$ cat config.mk
export PLATFORM = sky130hd
export DESIGN_NAME = lowest_free_number_allocator
export DESIGN_NICKNAME = d
export VERILOG_FILES = /design/src/lfna_pkg.sv /design/src/lfna_front.sv /design/src/lfna_back.sv /design/src/lowest_free_number_allocator.sv
export SDC_FILE = /design/constraint.sdc
export NUM_CORES = 2
export LEC_CHECK = 0
export BUFFER_PORTS_ARGS = -buffer_cell sky130_fd_sc_hd__clkbuf_2
export CORE_AREA = 2 2 353 250
export DETAILED_ROUTE_END_ITERATION = 8
export DIE_AREA = 0 0 355 252
export PLACE_DENSITY = 0.76
export SYNTH_ARGS = -nofsm -noshare
export SYNTH_HDL_FRONTEND = slang
export SYNTH_HIERARCHICAL = 1
export SYNTH_SLANG_ARGS = --single-unit
$ cat constraint.sdc
create_clock -name clk -period 6.4 [get_ports clk]
set_input_delay 0.32 -clock clk [delete_from_list [all_inputs] [get_ports clk]]
set_output_delay 0.32 -clock clk [all_outputs]
set_load 0.01 [all_outputs]
$ cat src/lfna_pkg.sv
// shared types, codes and helpers for the lowest free number allocator
package lfna_pkg;

	localparam int MAX_VALUE_DEF = 1024;
	localparam int NUM_W = 11;
	localparam int STATUS_W = 3;

	// result status codes
	localparam logic [STATUS_W-1:0] ST_POPPED = 3'd0;
	localparam logic [STATUS_W-1:0] ST_EMPTY = 3'd1;
	localparam logic [STATUS_W-1:0] ST_ADDED = 3'd2;
	localparam logic [STATUS_W-1:0] ST_PRESENT = 3'd3;
	localparam logic [STATUS_W-1:0] ST_RANGE = 3'd4;

	// item classes decided at the front
	localparam logic [1:0] K_POP = 2'd0;
	localparam logic [1:0] K_ADD = 2'd1;
	localparam logic [1:0] K_RANGE = 2'd2;

	typedef struct packed {
		logic [1:0] kind;
		logic [NUM_W-1:0] number;
	} lfna_item_t;

	// index of the lowest set bit of a 32-bit word, 0 when none
	function automatic logic [4:0] ffs32(input logic [31:0] w);
		logic [4:0] r;
		r = 5'd0;
		for (int i = 31; i >= 0; i--) begin
			if (w[i]) begin
				r = 5'(i);
			end
		end
		return r;
	endfunction

endpackage

$ cat src/lfna_front.sv
// input side: accepts items, classifies them and queues them for the search engine
module lfna_front #(
	parameter int MAX_VALUE = lfna_pkg::MAX_VALUE_DEF
) (
	input  logic clk,
	input  logic arst_n,
	input  logic in_valid,
	output logic in_ready,
	input  logic operation,
	input  logic [lfna_pkg::NUM_W-1:0] number_in,
	output logic item_valid,
	input  logic item_ready,
	output lfna_pkg::lfna_item_t item
);

	lfna_pkg::lfna_item_t queue_q [2];
	logic wr_ptr_q;
	logic rd_ptr_q;
	logic [1:0] count_q;
	lfna_pkg::lfna_item_t cls;
	logic push;
	logic pop;

	always_comb begin
		cls.number = number_in;
		if (!operation) begin
			cls.kind = lfna_pkg::K_POP;
		end else if (number_in == '0 || 32'(number_in) > MAX_VALUE) begin
			cls.kind = lfna_pkg::K_RANGE;
		end else begin
			cls.kind = lfna_pkg::K_ADD;
		end
	end

	assign in_ready = (count_q != 2'd2);
	assign item_valid = (count_q != 2'd0);
	assign item = queue_q[rd_ptr_q];
	assign push = in_valid && in_ready;
	assign pop = item_valid && item_ready;

	always_ff @(posedge clk) begin
		if (push) begin
			queue_q[wr_ptr_q] <= cls;
		end
	end

	always_ff @(posedge clk or negedge arst_n) begin
		if (!arst_n) begin
			wr_ptr_q <= 1'b0;
			rd_ptr_q <= 1'b0;
			count_q <= 2'd0;
		end else begin
			if (push) begin
				wr_ptr_q <= ~wr_ptr_q;
			end
			if (pop) begin
				rd_ptr_q <= ~rd_ptr_q;
			end
			if (push && !pop) begin
				count_q <= count_q + 2'd1;
			end else if (pop && !push) begin
				count_q <= count_q - 2'd1;
			end
		end
	end

endmodule

$ cat src/lfna_back.sv
// search engine: two-level presence map in memories with a flop top level, plus result register
module lfna_back #(
	parameter int MAX_VALUE = lfna_pkg::MAX_VALUE_DEF
) (
	input  logic clk,
	input  logic arst_n,
	input  logic item_valid,
	output logic item_ready,
	input  lfna_pkg::lfna_item_t item,
	output logic out_valid,
	input  logic out_ready,
	output logic [lfna_pkg::NUM_W-1:0] number_out,
	output logic [lfna_pkg::STATUS_W-1:0] status
);

	localparam int R = (MAX_VALUE + 31) / 32;
	localparam int R2 = (R + 31) / 32;
	localparam int RW = (R > 1) ? $clog2(R) : 1;
	localparam int SW = (R2 > 1) ? $clog2(R2) : 1;
	localparam int TW = $clog2(R + 1);
	localparam int TSW = $clog2(R2 + 1);
	localparam int IW = $clog2(MAX_VALUE);
	localparam int IXW = (IW < 10) ? 10 : IW;
	localparam int LCNT = MAX_VALUE - (R - 1) * 32;
	localparam int SCNT = R - (R2 - 1) * 32;
	localparam logic [31:0] LMASK = 32'((64'd1 << LCNT) - 64'd1);
	localparam logic [31:0] SMASK = 32'((64'd1 << SCNT) - 64'd1);

	localparam logic [1:0] S_IDLE = 2'd0;
	localparam logic [1:0] S_SUM = 2'd1;
	localparam logic [1:0] S_LEAF = 2'd2;
	localparam logic [1:0] S_ADD = 2'd3;

	logic [31:0] leaf_mem [R];
	logic [31:0] sum_mem [R2];
	logic [31:0] leaf_rd_q;
	logic [31:0] sum_rd_q;

	logic [1:0] st_q;
	logic [R2-1:0] top_q;
	logic [TW-1:0] t_q;
	logic [TSW-1:0] ts_q;
	logic [RW-1:0] r_q;
	logic [SW-1:0] s_q;
	logic [4:0] b_q;
	logic [4:0] sb_q;
	logic ltouch_q;
	logic stouch_q;
	logic [31:0] sdata_q;
	logic [lfna_pkg::NUM_W-1:0] num_q;

	logic out_valid_q;
	logic [lfna_pkg::NUM_W-1:0] number_q;
	logic [lfna_pkg::STATUS_W-1:0] status_q;

	logic [RW-1:0] leaf_ra;
	logic [SW-1:0] sum_ra;
	logic leaf_we;
	logic sum_we;
	logic [RW-1:0] leaf_wa;
	logic [SW-1:0] sum_wa;
	logic [31:0] leaf_wd;
	logic [31:0] sum_wd;

	logic [SW-1:0] top_first;
	logic top_any;
	logic take;
	logic [IXW-1:0] add_idx;
	logic [IXW-1:0] pidx_sum;
	logic [IXW-1:0] pidx_leaf;
	logic [IXW:0] pop_num;
	logic [31:0] sdata;
	logic [31:0] ldata;
	logic [4:0] sb;
	logic [4:0] lb;
	logic [31:0] new_leaf;
	logic [31:0] new_sum;
	logic [31:0] add_leaf;
	logic [31:0] add_sum;

	// lowest summary word that still has a present number
	always_comb begin
		top_first = '0;
		for (int i = R2 - 1; i >= 0; i--) begin
			if (top_q[i]) begin
				top_first = SW'(i);
			end
		end
	end
	assign top_any = |top_q;

	assign item_ready = (st_q == S_IDLE) && (!out_valid_q || out_ready);
	assign take = item_valid && item_ready;
	assign add_idx = IXW'(item.number - lfna_pkg::NUM_W'(1));

	// untouched rows read as all present within range
	assign sdata = stouch_q ? sum_rd_q : ((s_q == SW'(R2 - 1)) ? SMASK : '1);
	assign ldata = ltouch_q ? leaf_rd_q : ((r_q == RW'(R - 1)) ? LMASK : '1);
	assign sb = lfna_pkg::ffs32(sdata);
	assign lb = lfna_pkg::ffs32(ldata);
	assign pidx_sum = (IXW'(s_q) << 10) | (IXW'(sb) << 5);
	assign pidx_leaf = (IXW'(r_q) << 5) | IXW'(lb);
	assign pop_num = {1'b0, pidx_leaf} + (IXW + 1)'(1);
	assign new_leaf = ldata & ~(32'd1 << lb);
	assign new_sum = sdata_q & ~(32'd1 << sb_q);
	assign add_leaf = ldata | (32'd1 << b_q);
	assign add_sum = sdata | (32'd1 << sb_q);

	always_comb begin
		leaf_ra = r_q;
		sum_ra = s_q;
		leaf_we = 1'b0;
		sum_we = 1'b0;
		leaf_wa = r_q;
		sum_wa = s_q;
		leaf_wd = new_leaf;
		sum_wd = new_sum;
		unique case (st_q)
			S_IDLE: begin
				if (item.kind == lfna_pkg::K_ADD) begin
					leaf_ra = RW'(add_idx >> 5);
					sum_ra = SW'(add_idx >> 10);
				end else begin
					sum_ra = top_first;
				end
			end
			S_SUM: begin
				leaf_ra = RW'(pidx_sum >> 5);
			end
			S_LEAF: begin
				leaf_we = 1'b1;
				sum_we = (new_leaf == '0);
			end
			S_ADD: begin
				leaf_wd = add_leaf;
				sum_wd = add_sum;
				leaf_we = !ldata[b_q];
				sum_we = !ldata[b_q] && !sdata[sb_q];
			end
			default: begin
			end
		endcase
	end

	always_ff @(posedge clk) begin
		if (leaf_we) begin
			leaf_mem[leaf_wa] <= leaf_wd;
		end
		leaf_rd_q <= leaf_mem[leaf_ra];
	end

	always_ff @(posedge clk) begin
		if (sum_we) begin
			sum_mem[sum_wa] <= sum_wd;
		end
		sum_rd_q <= sum_mem[sum_ra];
	end

	// working registers of the item in flight
	always_ff @(posedge clk) begin
		unique case (st_q)
			S_IDLE: begin
				num_q <= item.number;
				if (item.kind == lfna_pkg::K_ADD) begin
					r_q <= RW'(add_idx >> 5);
					s_q <= SW'(add_idx >> 10);
					b_q <= add_idx[4:0];
					sb_q <= add_idx[9:5];
					ltouch_q <= (TW'(RW'(add_idx >> 5)) < t_q);
					stouch_q <= (TSW'(SW'(add_idx >> 10)) < ts_q);
				end else begin
					s_q <= top_first;
					stouch_q <= (TSW'(top_first) < ts_q);
				end
			end
			S_SUM: begin
				r_q <= RW'(pidx_sum >> 5);
				sb_q <= sb;
				sdata_q <= sdata;
				ltouch_q <= (TW'(RW'(pidx_sum >> 5)) < t_q);
			end
			default: begin
			end
		endcase
	end

	always_ff @(posedge clk or negedge arst_n) begin
		if (!arst_n) begin
			st_q <= S_IDLE;
			top_q <= '1;
			t_q <= '0;
			ts_q <= '0;
			out_valid_q <= 1'b0;
		end else begin
			if (out_valid_q && out_ready) begin
				out_valid_q <= 1'b0;
			end
			unique case (st_q)
				S_IDLE: begin
					if (take) begin
						unique case (item.kind)
							lfna_pkg::K_POP: begin
								if (top_any) begin
									st_q <= S_SUM;
								end else begin
									out_valid_q <= 1'b1;
									number_q <= '0;
									status_q <= lfna_pkg::ST_EMPTY;
								end
							end
							lfna_pkg::K_ADD: begin
								st_q <= S_ADD;
							end
							default: begin
								out_valid_q <= 1'b1;
								number_q <= item.number;
								status_q <= lfna_pkg::ST_RANGE;
							end
						endcase
					end
				end
				S_SUM: begin
					st_q <= S_LEAF;
				end
				S_LEAF: begin
					st_q <= S_IDLE;
					// touched rows always form a prefix, so the count only steps by one
					if (TW'(r_q) >= t_q) begin
						t_q <= t_q + TW'(1);
					end
					if (new_leaf == '0) begin
						if (TSW'(s_q) >= ts_q) begin
							ts_q <= ts_q + TSW'(1);
						end
						if (new_sum == '0) begin
							top_q[s_q] <= 1'b0;
						end
					end
					out_valid_q <= 1'b1;
					number_q <= pop_num[lfna_pkg::NUM_W-1:0];
					status_q <= lfna_pkg::ST_POPPED;
				end
				S_ADD: begin
					st_q <= S_IDLE;
					out_valid_q <= 1'b1;
					number_q <= num_q;
					if (ldata[b_q]) begin
						status_q <= lfna_pkg::ST_PRESENT;
					end else begin
						top_q[s_q] <= 1'b1;
						status_q <= lfna_pkg::ST_ADDED;
					end
				end
				default: begin
					st_q <= S_IDLE;
				end
			endcase
		end
	end

	assign out_valid = out_valid_q;
	assign number_out = number_q;
	assign status = status_q;

endmodule

$ cat src/lowest_free_number_allocator.sv
// top level of the lowest free number allocator
// order: each item is registered into the queue; empty pops and out-of-range items then go
// straight to the result register, an add passes S_ADD and a pop S_SUM, which reads a summary
// word, then S_LEAF, which reads a leaf word; a new item is taken only when the engine is idle
// reset: every number 1..MAX_VALUE present at once; untouched map rows are tracked by fill
// counts, so no clearing pass is needed and the first item is accepted right after reset
module lowest_free_number_allocator #(
	parameter int MAX_VALUE = lfna_pkg::MAX_VALUE_DEF
) (
	input  logic clk,
	input  logic arst_n,
	input  logic in_valid,
	output logic in_ready,
	input  logic operation,
	input  logic [lfna_pkg::NUM_W-1:0] number_in,
	output logic out_valid,
	input  logic out_ready,
	output logic [lfna_pkg::NUM_W-1:0] number_out,
	output logic [lfna_pkg::STATUS_W-1:0] status
);

	logic item_valid;
	logic item_ready;
	lfna_pkg::lfna_item_t item;

	lfna_front #(
		.MAX_VALUE(MAX_VALUE)
	) u_front (
		.clk(clk),
		.arst_n(arst_n),
		.in_valid(in_valid),
		.in_ready(in_ready),
		.operation(operation),
		.number_in(number_in),
		.item_valid(item_valid),
		.item_ready(item_ready),
		.item(item)
	);

	lfna_back #(
		.MAX_VALUE(MAX_VALUE)
	) u_back (
		.clk(clk),
		.arst_n(arst_n),
		.item_valid(item_valid),
		.item_ready(item_ready),
		.item(item),
		.out_valid(out_valid),
		.out_ready(out_ready),
		.number_out(number_out),
		.status(status)
	);

endmodule
Yosys cells after proc, flatten, opt, wreduce, memory -nomap -nowiden
Memory sizes are Yosys's and may differ from the RTL's. A register that Yosys moved wholly into a read port is not among the register bits. Index checks and enable logic that the tools add are counted. W data, S select, Z words.

Register bits: 90. Memory bits (writable): 1082. Input bits: 16. Output and inout port bits: 16. Memories: 3. Logic and storage cells: 213.

Bitwise gates (word level): 12. Reductions and logical operators: 33. Shift operators: 3. Equality and inequality tests: 14. $add $sub $neg: 6. Multiplexer cells: 114. Magnitude comparators: 10.

Memories: u_back.leaf_mem (words 32, width 32, rd ports 1, clocked after Yosys merged registers in 1, write ports 1, RTL line lfna_back.sv:34) `logic [31:0] leaf_mem [R];`; u_back.sum_mem (words 1, width 32, rd ports 1, clocked after Yosys merged registers in 1, write ports 1, RTL line lfna_back.sv:35) `logic [31:0] sum_mem [R2];`; u_front.queue_q (words 2, width 13, rd ports 1, clocked after Yosys merged registers in 0, write ports 1, RTL line lfna_front.sv:16) `lfna_pkg::lfna_item_t queue_q [2];`.

Operators with widths (count): $mux W5 (66); $mux W32 (4); $shl A1 B5 Y32 const A (3); $and A32 B32 Y32 (2); $logic_not A32 Y1 (2); $not A32 Y32 (2); $or A32 B32 Y32 (2); $pmux W11 S3 (1); $mux W11 (2); $pmux W11 S2 (1); $pmux W5 S2 (2); $mux W1 (18); $lt A5 B6 Y1 (2); $lt A5 B6 Y1 const B (2); $mux W2 (6); $pmux W1 S2 (6); $add A10 B1 Y11 const B (1); $gt A11 B11 Y1 const B (1); $logic_not A11 Y1 (1); $bmux W1 S5 (2); $ne A2 B2 Y1 const B (5); $or A10 B5 Y10 (1); $sub A10 B1 Y10 const B (1); $pmux W3 S3 (1); other kinds (32) (58).

Longest topological paths before layout
Word-level depth: 40. Gate-level depth with buffers: 18. Mapped depth without buffers: 17.

By module
Netlist, hierarchy kept.

By module, submodules not included: lfna_back (sequential area each 35440.2 µm², cells each 3743, area an instance 50018.0 µm², times used 1); lfna_front (sequential area each 880.8 µm², cells each 66, area an instance 1179.9 µm², times used 1).

Worst setup path after synthesis
Ideal clock, no wire load.

Path kind: reg2reg. From: register u_back.ltouch_q. To: memory u_back.sum_mem[0][0] (enable). Data arrival time: 4748 ps. Setup time: 389 ps. Stages on the path, launching flop included: 17. Period minus slack after synthesis: 5138 ps. Required time: 6011 ps. Setup slack: 1262 ps. Buffers on the path: 0. Path through: edfxtp_1 or3b_2 o21ai_0 a211oi_1 o311ai_0 nand4_1 a211oi_1 ha_1 ha_1 o2111ai_1 a2111o_1 a221o_1 a2111oi_0 nand4_1 nor4_2 nand2_1 nand2_1.

Longest elaborated chain between the ends: 40. Elaborated cells between the ends (all ways): 44. Classes of those cells: 1 x shift; 38 x mux; 2 x bitwise; 3 x reduce/logical.

Ends and longest elaborated chain: from (decl) (RTL line lfna_back.sv:47) `logic ltouch_q;`; from (signal assigned) (RTL line lfna_back.sv:169) `ltouch_q <= (TW'(RW'(add_idx >> 5)) < t_q);`; from (signal assigned) (RTL line lfna_back.sv:180) `ltouch_q <= (TW'(RW'(pidx_sum >> 5)) < t_q);`; $mux W32 (*) (RTL line lfna_back.sv:98) `assign ldata = ltouch_q ? leaf_rd_q : ((r_q == RW'(R - 1)) ? LMASK : '1);`; $mux W5 (32 in a row) (RTL line lfna_pkg.sv:30) `if (w[i]) begin`; $shl A1 B5 Y32 (RTL line lfna_back.sv:104) `assign new_leaf = ldata & ~(32'd1 << lb);`; $not A32 Y32 (RTL line lfna_back.sv:104); $and A32 B32 Y32 (RTL line lfna_back.sv:104); $logic_not A32 Y1 (RTL line lfna_back.sv:132) `sum_we = (new_leaf == '0);`; $pmux W1 S2 (*) (RTL line lfna_back.sv:118) `unique case (st_q)`; named net u_back.sum_we (RTL line lfna_back.sv:59) `logic sum_we;`; $mux W1 (*) (RTL line lfna_back.sv:153) `if (sum_we) begin`; $mux W1 (implied by the code) (*) (RTL line lfna_back.sv:154) `sum_mem[sum_wa] <= sum_wd;`; to (decl) (RTL line lfna_back.sv:35).

The timed path passes the listed nets; every way through them passes the cells marked *. The select of a mux whose other input is x is not followed.

Worst setup path after layout
From: register u_back.leaf_rd_q[28], read port of u_back.leaf_mem. To: memory u_back.sum_mem[0][13] (enable).

Longest elaborated chain between the ends: 37. Elaborated cells between the ends (all ways): 41. Classes of those cells: 1 x shift; 35 x mux; 2 x bitwise; 3 x reduce/logical.

Ends and longest elaborated chain: from (decl) (RTL line lfna_back.sv:36) `logic [31:0] leaf_rd_q;`; $mux W32 (*) (RTL line lfna_back.sv:98); $mux W5 (29 in a row) (RTL line lfna_pkg.sv:30); $shl A1 B5 Y32 (RTL line lfna_back.sv:104); $not A32 Y32 (RTL line lfna_back.sv:104); $and A32 B32 Y32 (RTL line lfna_back.sv:104); $logic_not A32 Y1 (RTL line lfna_back.sv:132); $pmux W1 S2 (*) (RTL line lfna_back.sv:118); named net u_back.sum_we (RTL line lfna_back.sv:59); $mux W1 (*) (RTL line lfna_back.sv:153); $mux W1 (implied by the code) (*) (RTL line lfna_back.sv:154).

Marks and branches as above.

==> qor.csv <==
stage;metric;value;unit
outcome;outcome;finished, final reports clean;
grt;groute.layer.met2.usage;44.0;%
timing;finalSetupViolations;0;
timing;rsz0062_at_grt;false;
clocking;cts-root-buf;clkbuf_16;
pwr;peakVddDrop;0.547;mV
clocking;clkLatencyLatePin;0.72;ns
cells_and_area;utilization;66.4;%
pwr;p_per_area;517;mW/mm^2
setup_path;endpoint_kind;flop;
setup_path;critPathLaunchType;flop;
setup_path;critical_path_depth;17;
yosys;ys_seq_area_share;70.9;%
cells_and_area;layout_commonest_cell;edfxtp_1;
clocking;clockBufferDepth;3;
clocking;numCtsBuffers;108;
drt;dr.pass1.iters;6;
yosys;synth_seq_cells;1235;
setup_path;required;6.76;ns
timing;hold_viol;0;
place;numPortBuffers;31;
pwr;p_leak;18.2;nW
place;pre_cts_ws;0.496;ns
yosys;ys_warn_count;6;
drt;drtIter0Drc;4532;
clocking;cts_tree;built;
timing;final_max_slew_viol_count;0;
cells_and_area;design_area;0.0569;sq mm
timing;relSlewSlack;10.9;%
yosys;synth_ff_type;edfxtp_1;
setup_path;r2r.worst_path.cells;17;
timing;setup_ws;0.302;ns
timing;fin_crit_sh;95.3;%
grt;antenna_found_initial;3;
timing;setup_tns;0;ns
clocking;clkTransAtPathRegs;0.07;ns
yosys;syn_area_per_cell;13.4;sq um
timing;worst_pin_slew;1.33;ns
drt;num_vias;33400;
grt;grt_pass1_wl;202000;microns
hold_path;hold_path_class;in2async;
yosys;netlist_area;0.0512;sq mm
setup_path;cp_data_arrival_time;6.46;ns
yosys;synth_edf_count;1151;
setup_path;crit_type;reg2reg;
grt;grt_util_met3;8.50;%
drt;routed_wl;140000;microns
cells_and_area;final_layout_size_suffix_gt1_share;11.7;%
timing;period_minus_slack;6.10;ns
setup_path;cp_slowest_stage_delay;0.53;ns
pwr;p_int;17.9;mW
setup_path;critPathSlowestCell;a211oi_1;
cells_and_area;mostFrequentLayoutCells;edfxtp_1 (1151), nand2_1 (598), a31oi_1 (280);
grt;grt-busiest-layer;met1;
pwr;clock_power_share;22.8;%
pwr;power.switching;11.6;mW
die;io_pins;32;
grt;grt.overflow.total;0;
pwr;p_sw_share;39.4;%
die;start_util;59.7;%
yosys;synth.distinct_cells;92;
clocking;cts_max_level;3;
place;placed_cell_area;0.0531;sq mm
pwr;seq_power_share;37.2;%
drt;routed_via_density;6.56;
cells_and_area;nets;3882;
place;hpwl;82400;microns
drt;drc_errors;0;
drt;ant_nets;0;
grt;grt_util_met1;46.1;%
pwr;power;29.4;mW
clocking;clock-sinks;1235;
yosys;async_flop_share;1.21;%
timing;max_freq;164;MHz
clocking;post-cts-setup-buffer-count;0;
setup_path;critPathTopFamily;compound AO/OA/AOI/OAI gates;
die;die_h;252;microns
grt;track_usage;31.2;%
grt;grt_pass1_vias;31000;
die;fp.dieArea;0.0895;sq mm
pwr;pwr-share-comb;40.0;%
setup_path;worstPathCellList;or3b_2 -> o21ai_0 -> a211oi_1 -> o311ai_0 -> nand4_1 -> a211oi_1 -> ha_1 -> nand2b_1 -> o2111ai_1 -> a2111o_1 -> a221o_1 -> a2111oi_0 -> nand4_1 -> nor4_2 -> nand2_1 -> nand2_1 -> buf_4;
setup_path;critPathMaxFanout;32;
die;dieWidth;355;microns
cells_and_area;area_delta_synth_final;11.2;%
drt;routedWlPerCell;27.4;microns
yosys;syn_inst;3809;
grt;grt_max_degree;146;
die;core_area;0.0858;sq mm
yosys;syn_nets;3847;
timing;clock_skew;0.0243;ns
setup_path;critPathBufInv;1;
place;finalWeightedCongestion;1.01;
flow_run;drv_cap;0;
die;row_count;90;
-- power groups by stage --
| stage | Sequential, mW | Clock (mW) | Combinational, mW |
|---|---|---|---|
| 3_5_place_dp | 11.1 | 0 | 11.5 |
| 5_1_grt | 11.0 | 7.10 | 12.7 |
| 3_3_place_gp | 11.1 | 0 | 11.3 |
| 6_report | 10.9 | 6.72 | 11.8 |
| 2_1_floorplan | 10.8 | 0 | 7.98 |
| 4_1_cts | 10.9 | 6.78 | 11.6 |
-- cells in the mapped netlist, drive strengths merged (4+ instances only) --
cell type | instances | area share (%)
nand3 | 24 | 0.23
buf | 120 | 1.4
a21oi | 85 | 0.83
o31ai | 4 | 0.059
edfxtp | 1151 | 68
nor3 | 40 | 0.39
or4 | 4 | 0.066
or2 | 8 | 0.098
a211oi | 262 | 3.8
or3b | 4 | 0.068
a221o | 6 | 0.12
mux4 | 20 | 0.88
a22oi | 8 | 0.12
mux2i | 6 | 0.12
and2 | 262 | 3.2
dfxtp | 69 | 2.7
nor4b | 4 | 0.14
nor4 | 45 | 0.65
or3 | 19 | 0.23
xnor2 | 14 | 0.24
nor2b | 32 | 0.39
o21bai | 6 | 0.088
nand2b | 37 | 0.45
nand3b | 4 | 0.059
ha | 22 | 0.54
nand2 | 601 | 4.4
nor2 | 126 | 0.92
xor2 | 7 | 0.12
inv | 54 | 0.40
o21a | 5 | 0.073
a31oi | 282 | 3.4
a21o | 6 | 0.088
clkbuf | 128 | 0.98
mux2 | 14 | 0.31
o21ai | 69 | 0.67
o22ai | 140 | 1.7
dfrtp | 14 | 0.68
nand4 | 18 | 0.23
and3 | 7 | 0.086
nor3b | 15 | 0.24
and4 | 6 | 0.10
-- logic make-up after synthesis --
family          Yosys count  share of synthesized area, %
mux                      40                          1.31
compound gates          917                          11.8
fa+ha+maj                22                         0.538
simple gates           1272                          12.2
xor+xnor                 21                         0.359
buf+inv                 302                          2.77
flops                  1235                          70.9
-- final cells by class --
class | instances | area (sq um)
Antenna cell | 1 | 2.50
Tap cell | 1150 | 1440
Clock inverter | 65 | 683
Timing Repair Buffer | 173 | 1480
Inverter | 54 | 219
Sequential cell | 1235 | 36300
Fill cell | 5952 | 28900
Multi-Input combinational cell | 2272 | 13800
Clock buffer | 141 | 2970
-- through the flow --
| stage | hold WS, ns | cells |
|---|---|---|
| 2_1_floorplan | 0.0244 | 3809 |
| 3_3_place_gp | 0.273 | 4869 |
| 3_5_place_dp | 0.281 | 4869 |
| 4_1_cts | 0.0467 | 5090 |
| 5_1_grt | 0.108 | 5090 |
| 6_report | 0.0794 | 5091 |
-- flip-flops by register name, summed over array words and instances (netlist names), 6 cells and up --
name               count
u_back/leaf_mem     1024
u_back/leaf_rd_q      32
u_back/num_q          11
u_back/number_out     11
u_back/sdata_q        32
u_back/sum_mem        32
u_back/sum_rd_q       32
u_back/t_q             6
u_front/queue_q       26
-- path summary, 6_finish.rpt --
check                                                      from                              end  slack [ns]
worst max-delay path               u_back/leaf_rd_q[28]$_DFF_P_  u_back/sum_mem[0][13]$_DFFE_PP_        0.30
worst max register to register     u_back/leaf_rd_q[28]$_DFF_P_  u_back/sum_mem[0][13]$_DFFE_PP_        0.30
max in group asynchronous                                arst_n       u_back/top_any$_DFFE_PN1P_        5.99
worst min-delay path                                     arst_n       u_back/st_q[0]$_DFFE_PN0P_        0.08
worst min register to register  u_back/sum_mem[0][24]$_DFFE_PP_      u_back/sum_rd_q[24]$_DFF_P_        0.34
min in group clk                u_back/sum_mem[0][24]$_DFFE_PP_      u_back/sum_rd_q[24]$_DFF_P_        0.34
-- metal layers --
layer	wire (microns)	up-vias
met4	5870	2
met3	16900	331
met2	59400	1948
met1	57400	16500
met5	7	-
li1	-	14600
-- repair_timing --
item,CTS,global route
setup endpoints to repair,0,0
hold buffers,15,0
resized for setup,0,0
endpoints found under the hold margin,41,0
Power figures use the tool's default switching activity.
